$ cat src/tcw_pkg.sv
// Shared types and constants of the text console writer.
`timescale 1ns / 1ps

package tcw_pkg;

    // Action codes carried on the input tuser
    localparam logic [1:0] ACT_TELETYPE = 2'd0;
    localparam logic [1:0] ACT_PLACED   = 2'd1;
    localparam logic [1:0] ACT_CLEAR    = 2'd2;
    localparam logic [1:0] ACT_READ     = 2'd3;

    localparam logic [7:0] NEWLINE_CODE = 8'd10;
    localparam logic [7:0] SPACE_CODE   = 8'd32;

    localparam int ACTION_W = 2;
    localparam int CHAR_W   = 8;
    localparam int ATTR_W   = 8;
    localparam int COLF_W   = 7;
    localparam int ROWF_W   = 5;
    localparam int IN_W     = 32;
    localparam int OUT_W    = 32;

    // Commands from the controller to the datapath
    typedef struct packed {
        logic accept;      // latch the input transfer
        logic exec;        // perform the single-cycle part of the item
        logic fill;        // write the sweep address with the fill cell
        logic fill_blank;  // fill with spaces rather than zeros
        logic scroll;      // move one cell up a row
        logic load_out;    // load the result register
    } cmd_t;

    // Status from the datapath to the controller
    typedef struct packed {
        logic [1:0] action;
        logic       wrap;        // teletype advance leaves the last row
        logic       sweep_last;  // sweep address is on the last cell
    } status_t;

endpackage

$ cat src/tcw_ctrl.sv
// Controller state machine of the text console writer.
`timescale 1ns / 1ps

module tcw_ctrl
(
    input  logic             clk,
    input  logic             rst_n,
    input  logic             s_tvalid,
    output logic             s_tready,
    output logic             m_tvalid,
    input  logic             m_tready,
    input  tcw_pkg::status_t stat,
    output tcw_pkg::cmd_t    cmd
);

    localparam logic [2:0] S_INIT   = 3'd0;
    localparam logic [2:0] S_IDLE   = 3'd1;
    localparam logic [2:0] S_EXEC   = 3'd2;
    localparam logic [2:0] S_CLEAR  = 3'd3;
    localparam logic [2:0] S_SCROLL = 3'd4;
    localparam logic [2:0] S_DONE   = 3'd5;

    logic [2:0] state_reg;
    logic [2:0] state_next;
    logic       out_valid_reg;
    logic       out_valid_next;
    logic       out_free;

    assign out_free = !out_valid_reg || m_tready;
    assign s_tready = (state_reg == S_IDLE);
    assign m_tvalid = out_valid_reg;

    always_comb
    begin
        state_next = state_reg;
        cmd        = '0;
        case (state_reg)
            S_INIT:
            begin
                cmd.fill = 1'b1;
                if (stat.sweep_last)
                begin
                    state_next = S_IDLE;
                end
            end
            S_IDLE:
            begin
                if (s_tvalid)
                begin
                    cmd.accept = 1'b1;
                    state_next = S_EXEC;
                end
            end
            S_EXEC:
            begin
                cmd.exec = 1'b1;
                if (stat.action == tcw_pkg::ACT_CLEAR)
                begin
                    state_next = S_CLEAR;
                end
                else if (stat.action == tcw_pkg::ACT_TELETYPE && stat.wrap)
                begin
                    state_next = S_SCROLL;
                end
                else if (stat.action != tcw_pkg::ACT_READ && out_free)
                begin
                    cmd.load_out = 1'b1;
                    state_next   = S_IDLE;
                end
                else
                begin
                    state_next = S_DONE;
                end
            end
            S_CLEAR:
            begin
                cmd.fill       = 1'b1;
                cmd.fill_blank = 1'b1;
                if (stat.sweep_last)
                begin
                    state_next = S_DONE;
                end
            end
            S_SCROLL:
            begin
                cmd.scroll = 1'b1;
                if (stat.sweep_last)
                begin
                    state_next = S_DONE;
                end
            end
            S_DONE:
            begin
                if (out_free)
                begin
                    cmd.load_out = 1'b1;
                    state_next   = S_IDLE;
                end
            end
            default:
            begin
                state_next = S_INIT;
            end
        endcase
    end

    always_comb
    begin
        out_valid_next = out_valid_reg;
        if (cmd.load_out)
        begin
            out_valid_next = 1'b1;
        end
        else if (m_tready)
        begin
            out_valid_next = 1'b0;
        end
    end

    always_ff @(posedge clk or negedge rst_n)
    begin
        if (!rst_n)
        begin
            state_reg     <= S_INIT;
            out_valid_reg <= 1'b0;
        end
        else
        begin
            state_reg     <= state_next;
            out_valid_reg <= out_valid_next;
        end
    end

endmodule

$ cat config.mk
export PLATFORM = sky130hd
export DESIGN_NAME = tcw_ctrl
export DESIGN_NICKNAME = d
export VERILOG_FILES = /design/src/tcw_pkg.sv /design/src/tcw_ctrl.sv
export SDC_FILE = /design/constraint.sdc
export NUM_CORES = 1
export LEC_CHECK = 0
export CORE_AREA = 3 3 40 42
export DETAILED_ROUTE_END_ITERATION = 16
export DIE_AREA = 0 0 43 45
export DONT_BUFFER_PORTS = 1
export GPL_TIMING_DRIVEN = 0
export PLACE_DENSITY = 0.42
export REMOVE_ABC_BUFFERS = 1
export SETUP_SLACK_MARGIN = 0.1
export SYNTH_ARGS = -nofsm -noshare
export SYNTH_HDL_FRONTEND = slang
export SYNTH_SLANG_ARGS = --single-unit
$ cat constraint.sdc
create_clock -name clk -period 4.8 [get_ports clk]
set_input_delay 1.2 -clock clk [delete_from_list [all_inputs] [get_ports clk]]
set_output_delay 1.2 -clock clk [all_outputs]
set_load 0.05 [all_outputs]
Word level (Yosys, flattened, before mapping)
Index checks and enable logic that the tools add are counted.

Equality and inequality tests: 11. Reductions and logical operators: 10. Mux-type cells: 21.

Operators with widths (count): two-way mux 3 bit (7); one-hot mux 3 bit (5 select lines) (1); two-way mux 1 bit (12); inequality test 2 bit, second input constant (4); == test 3 x 2 -> 1 bit, second input constant (2); == test 3 bit, second input constant (2); AND reduction 4 bit (1); OR reduction 2 bit (2); == test 3 x 1 -> 1 bit, second input constant (1); zero test 3 bit (1); == test 2 bit, second input constant (1); logical AND 1 bit (2); zero test 2 bit (1); inequality test 2 x 1 -> 1 bit, second input constant (1); one-hot mux 1 bit (2 select lines) (1); nonzero test 2 bit (1); zero test 1 bit (1); logical OR 1 bit (1).

Register bits: 4. Logic and storage cells: 44. Output and inout bits: 8. Input bits: 8.

Longest topological paths before layout
Gate-level depths: netlist (run 1).

Depth in word-level cells: 8. Depth in mapped cells: 5. Mapped depth without buffers: 4.

Least setup slack after synthesis (run 1)
Ideal clock, no wire load.

Path kind: register to output. Start: register state_reg[0]. End: output port cmd[5] (netlist bit). Cell stages (with the launch flop): 4. Setup slack: 1355 ps. Path buffers: 0. Arrival: 2245 ps. Required time: 3600 ps. Path through: dfrtp_1 inv_1 nor3_1 and2_1.

RTL lines: from (decl) (RTL line tcw_ctrl.sv:23) `logic [2:0] state_reg;`; from (signal assigned) (RTL line tcw_ctrl.sv:129) `state_reg <= state_next;`; to (decl) (RTL line tcw_ctrl.sv:13) `output tcw_pkg::cmd_t cmd`.

==> results.toml, run 1 <==
[status]
outcome = "completed"

[finish]
drive_above_1_share = 0.256
multi_input_area_um2 = 236
final_cell_mix = "6 x nor2_1, 4 x dfrtp_1, 3 x clkbuf_4"
stdcell_count = 58
largest_reg_flops = 3
antenna_cells = 0
postLayoutCellArea_um2 = 385
nets = 53
seq_area_um2 = 100
fillers = 143
layout_commonest_cell = "nor2_1"
syn2layout_area_growth_pct = 9.22

[worst_hold_path]
min_path_type = "reg -> reg"
worstHoldStart = "state_reg[2]"
hold_path_depth = 1
min_to = "state_reg[1]"

[critical_path]
path_class = "reg -> out"
worst_setup_path_start_kind = "register"
crit_buf_inv = 0
critPathTopFamily = "simple AND/OR/NAND/NOR gates"
r2r_cells = 4
reg2reg_to = "state_reg[0]"
required_ps = 3600
cpMaxStageDelayCell = "nor3b_2"
worstSetupEndpointType = "output pin"
path_cells = "nor3b_2 -> nand2_1 -> o21ai_1"
crit_arrival_ps = 2330
crit-reg2reg-launch = "state_reg[0]"
worst-path-max-fanout = 11
rrSetupSlack_ps = 2610
max_stage_delay_ps = 830

[timing]
fin_skew_ps = 0.260
post-route-period-util = 0.734
fin_crit_ps = 3530
setup_viol_count_final = 0
rsz0062_at_grt = "no"
hold_violations = 0
relSlewSlack = 0.364
fin_tns_setup_ps = 0
fmax_mhz = 284
slew_violations = 0
tightest_slew_ps = 948
final.setup.worst_slack_ps = 1270

[placed_design]
placed_cells = 55
placed_area_um2 = 363
port_buffers = 0
gp_congestion = 0.709
pre_cts_ws_ps = 1470
hpwl_um = 632

[floorplan]
die_area_um2 = 1940
die_w_um = 43
fp.dieH_um = 45
num_rows = 13
ios = 16
core_um2 = 1280
initial_utilization = 0.275

[logic_synthesis]
synthTopCellsByArea = "dfrtp_1 28%, nor2_1 6.4%, mux2_4 4.3%"
ys.flop_type = "dfrtp_1"
ys_seq_elements = 4
yosysWarnings = 0
synth-async-reset-ratio = 1.00
synth_top_cell_by_area = "dfrtp_1"
synth_area_um2 = 353
avgSynthCellArea_um2 = 8.21
synth_top_area_frac = 0.284
yosysSeqAreaShare = 0.284
syn_inst = 43
synth_edf_count = 0
ys_types = 27

[routing]
routed_wl_um = 754
drc = 0
firstDrtPassIters = 4
dr_total_vias = 303
viasPerCell = 5.22
drt_iter0_drc = 13
antenna_left = 0
routedWlPerCell_um = 13.0

[cts]
htreeDepth = 1
cts_made_buffers = 3
clock-sinks = 4
cts_hold_buffers = 0
clk_pin_slew_ps = 30
cts_setup_buffers = 0
clockBufferDepth = 2
cts_tree = "yes"
cts-root-buf = "clkbuf_4"
cts_resized = 0
clk_latency_ps = 230

[global_route]
antenna_found_initial = 0
track_usage = 0.0929
gr-total-overflow = 0
grt_pass1_vias = 331
grt_max_degree = 12
grt_pass1_wl_um = 1330

[flow_run]
drv_cap = 0
cell usage after synthesis, types with 2 or more instances:
master	instances
a21oi_1	2
nor3b_1	2
inv_1	2
nor2_1	6
or2b_1	2
o21ai_0	2
nor3_1	2
a31oi_1	2
dfrtp_1	4
nand2b_1	2
metal layers:
layer	up-vias	track usage	wire, µm
met5	-	0	0
met4	0	0.0723	0
met3	0	0.0319	94
met2	15	0.150	367
met1	141	0.100	292
li1	147	-	-
cells by family (layout without fill, tap and decap cells):
| kind of cell | count (synthesis) | in the layout | synth area share |
|---|---|---|---|
| AO/OA/AOI/OAI | 9 | 9 | 0.163 |
| XOR/XNOR | 1 | 1 | 0.0248 |
| buffers and inverters | 5 | 5 | 0.0887 |
| flip-flops | 4 | 4 | 0.284 |
| multiplexers | 1 | 1 | 0.0425 |
| AND/OR/NAND/NOR | 23 | 23 | 0.397 |
worst reg2reg max path: stages, from the launching register on:
cell and delay (ps):
dfrtp_1 450, inv_1 170, nor3_2 760, and2_1 570
a211oi_1 100
final cells by class:
type                            count  share of cell area
Tap cell                           15              0.0487
Clock buffer                        3              0.0584
Multi-Input combinational cell     34               0.614
Sequential cell                     4               0.260
Inverter                            2              0.0195
metrics by stage:
stage / hold WS [ps] / util
after floorplan: 531 / -
after global placement: 608 / 0.271
after detailed placement: 650 / 0.282
after CTS: 657 / 0.300
after global routing: 647 / 0.300
final: 656 / 0.300
how the worst max path moves through the flow:
stage,slack (ps),from,depth (start not counted),to
final,1270,state_reg[1],3,cmd[0]
after global routing,1150,state_reg[1],3,cmd[0]
after CTS,1240,state_reg[1],3,cmd[0]
after detailed placement,1470,stat[1],4,cmd[0]
after global placement,890,state_reg[1],3,cmd[0]
after floorplan,1110,state_reg[1],3,cmd[0]
Power of run 1 is not shown: default switching activity piles up to over one toggle a cycle in this logic, so the estimate is an artifact.
==> run 2, diff against run 1 <==
clock period = 3.3 ns   (was 4.8 ns; I/O delays follow)
==> results.toml, run 2 (synthesized netlist as in run 1, its figures left out) <==
[status]
outcome = "completed"

[timing]
slew_violations = 0
fin_tns_setup_ps = 0
relSlewSlack = 0.366
setup_viol_count_final = 0
tightest_slew_ps = 944
fin_skew_ps = 0.890
final.setup.worst_slack_ps = 244
fmax_mhz = 327
fin_crit_ps = 3060
rsz0062_at_grt = "yes"
hold_violations = 0
post-route-period-util = 0.926

[global_route]
track_usage = 0.0929
grt_pass1_wl_um = 1330
grt_pass1_vias = 331
antenna_found_initial = 0
gr-total-overflow = 0
grt_max_degree = 12

[routing]
antenna_left = 0
drt_iter0_drc = 17
firstDrtPassIters = 4
drc = 0
dr_total_vias = 301
viasPerCell = 5.19
routed_wl_um = 765
routedWlPerCell_um = 13.2

[cts]
cts_setup_buffers = 0
clk_latency_ps = 230
clockBufferDepth = 2
cts_hold_buffers = 0
clk_pin_slew_ps = 40
cts-root-buf = "clkbuf_4"
cts_made_buffers = 3
cts_resized = 0
htreeDepth = 1
clock-sinks = 4
cts_tree = "yes"

[floorplan]
initial_utilization = 0.275
fp.dieH_um = 45
die_area_um2 = 1940
num_rows = 13
core_um2 = 1280
ios = 16
die_w_um = 43

[worst_hold_path]
min_path_type = "in -> async"

[finish]
drive_above_1_share = 0.256
fillers = 144
antenna_cells = 0
syn2layout_area_growth_pct = 11.0
layout_commonest_cell = "nor2_1"
multi_input_area_um2 = 243
nets = 53
largest_reg_flops = 3
seq_area_um2 = 100
final_cell_mix = "6 x nor2_1, 4 x dfrtp_1, 3 x clkbuf_4"

[critical_path]
crit_arrival_ps = 2230
worst_setup_path_start_kind = "register"
required_ps = 2470
worstSetupEndpointType = "output pin"
worst-path-max-fanout = 7
path_class = "reg -> out"
r2r_cells = 4

[placed_design]
hpwl_um = 632
pre_cts_ws_ps = 354
gp_congestion = 0.709
port_buffers = 0

[flow_run]
drv_cap = 0
==> run 2: cell counts in the layout (fill, tap and decap cells not counted) <==
Identical to the previous run, type by type.
==> run 2: worst max-delay path, stage by stage (launching register included) <==
cell and delay, ps:
dfrtp_1 480, inv_1 190, nor3_2 760, and2_1 570
==> run 2: worst paths after layout <==
path,start,endpoint,slack [ps]
max,state_reg[0],cmd[5],240
min,rst_n,state_reg[0],290
max reg2reg,state_reg[0],state_reg[0],1060
min reg2reg,state_reg[1],state_reg[0],680
max in group asynchronous,rst_n,state_reg[2],2940
min in group clk,state_reg[1],state_reg[0],680
==> run 2: through the flow <==
stage / std cells / util / hold slack [ps] / cell area (µm²)
after floorplan: 40 / - / 529 / 329
after global placement: 55 / 0.271 / 530 / 348
after detailed placement: 55 / 0.282 / 530 / 363
after CTS: 58 / 0.300 / 283 / 385
after global routing: 58 / 0.305 / 272 / 392
final: 58 / 0.305 / 292 / 392
==> run 2: per-layer routing <==
layer | vias up | share of wire | global-route usage | wire length (µm)
li1 | 148 | - | - | -
met5 | - | 0 | 0 | 0
met1 | 139 | 0.41 | 0.100 | 315
met3 | 0 | 0.099 | 0.0319 | 76
met4 | 0 | 0 | 0.0723 | 0
met2 | 14 | 0.49 | 0.150 | 373
==> run 2: final cells by class <==
| cell class | count | share of cell area |
|---|---|---|
| inverter | 2 | 0.0192 |
| clock buffer | 3 | 0.0575 |
| sequential | 4 | 0.256 |
| multi-input combinational | 34 | 0.620 |
| tap | 15 | 0.0479 |
Power of run 2 is left out for the same reason.
==> run 3, diff against run 2 <==
PLACE_DENSITY = default   (was 0.42)
SLEW_MARGIN = 20   (was default)
==> results.toml, run 3 (synthesized netlist as in run 1, its figures left out) <==
[status]
outcome = "completed"

[cts]
cts-root-buf = "clkbuf_4"
clk_latency_ps = 230
cts_resized = 0
cts_tree = "yes"
cts_hold_buffers = 0
cts_setup_buffers = 0
clockBufferDepth = 2
clock-sinks = 4
cts_made_buffers = 3
htreeDepth = 1
clk_pin_slew_ps = 40

[routing]
drc = 0
routedWlPerCell_um = 12.6
viasPerCell = 4.89
drt_iter0_drc = 5
dr_total_vias = 313
routed_wl_um = 806
antenna_left = 0
firstDrtPassIters = 4

[finish]
syn2layout_area_growth_pct = 18.8
layout_commonest_cell = "nor2_1"
postLayoutCellArea_um2 = 419
drive_above_1_share = 0.286
fillers = 137
antenna_cells = 0
final_util = 0.326
final_cell_mix = "6 x nor2_1, 4 x dfrtp_1, 3 x clkbuf_4, 3 x buf_1, 3 x buf_4"
largest_reg_flops = 3
nets = 59

[timing]
setup_viol_count_final = 0
post-route-period-util = 0.887
rsz0062_at_grt = "no"
tightest_slew_ps = 970
fmax_mhz = 342
relSlewSlack = 0.349
fin_skew_ps = 2.88
hold_violations = 0
slew_violations = 0
fin_crit_ps = 2930

[placed_design]
port_buffers = 0
gp_congestion = 0.762
hpwl_um = 662
placed_area_um2 = 397

[critical_path]
max_stage_delay_ps = 760
worst-path-max-fanout = 9
cpMaxStageDelayCell = "o21ai_1"
path_class = "reg -> out"
crit_buf_inv = 0
path_cells = "or2b_1 -> or2_2 -> o21ai_1"
worstSetupEndpointType = "output pin"
worst_setup_path_start_kind = "register"
critPathTopFamily = "compound AO/OA/AOI/OAI gates"
crit_arrival_ps = 2100
required_ps = 2470

[global_route]
grt_pass1_vias = 283
gr-total-overflow = 0
antenna_found_initial = 0
grt_max_degree = 12
grt_pass1_wl_um = 1240
track_usage = 0.0893

[floorplan]
die_area_um2 = 1940
fp.dieH_um = 45
ios = 16
initial_utilization = 0.275
die_w_um = 43
core_um2 = 1280
num_rows = 13

[flow_run]
drv_cap = 0

[worst_hold_path]
min_path_type = "in -> async"
==> run 3: metal layers <==
metal  vias to the layer above  wire, µm  track usage
met2                        16       381        0.123
li1                        158         -            -
met5                         -         0            0
met4                         0         0       0.0723
met1                       139       310        0.109
met3                         0       114       0.0359
==> run 3: stage by stage <==
step	setup slack [ps]	hold WS (ps)	instances	TNS [ps]
floorplan	-19.5	529	40	-19.5
global placement	-257	529	55	-257
detailed placement	627	530	61	0
CTS	367	276	64	0
global route	307	274	64	0
finish	374	286	64	0
==> run 3: layout make-up <==
class	count	area (µm²)	area share
well taps	15	18.8	0.0448
multi-input cells	34	236	0.564
repair buffers	6	33.8	0.0806
clock buffers	3	22.5	0.0537
flip-flops and latches	4	100	0.239
inverters	2	7.51	0.0179
==> run 3: worst paths after layout <==
kind,start,end,slack (ps),cells past startpoint
setup / recovery,state_reg[2],cmd[0],370,3
hold / removal,rst_n,state_reg[2],290,0
setup reg to reg,state_reg[0],state_reg[0],1440,6
hold reg to reg,state_reg[2],state_reg[1],670,1
max in group asynchronous,rst_n,state_reg[1],2940,0
min in group clk,state_reg[2],state_reg[1],670,1
Power of run 3 is left out for the same reason.
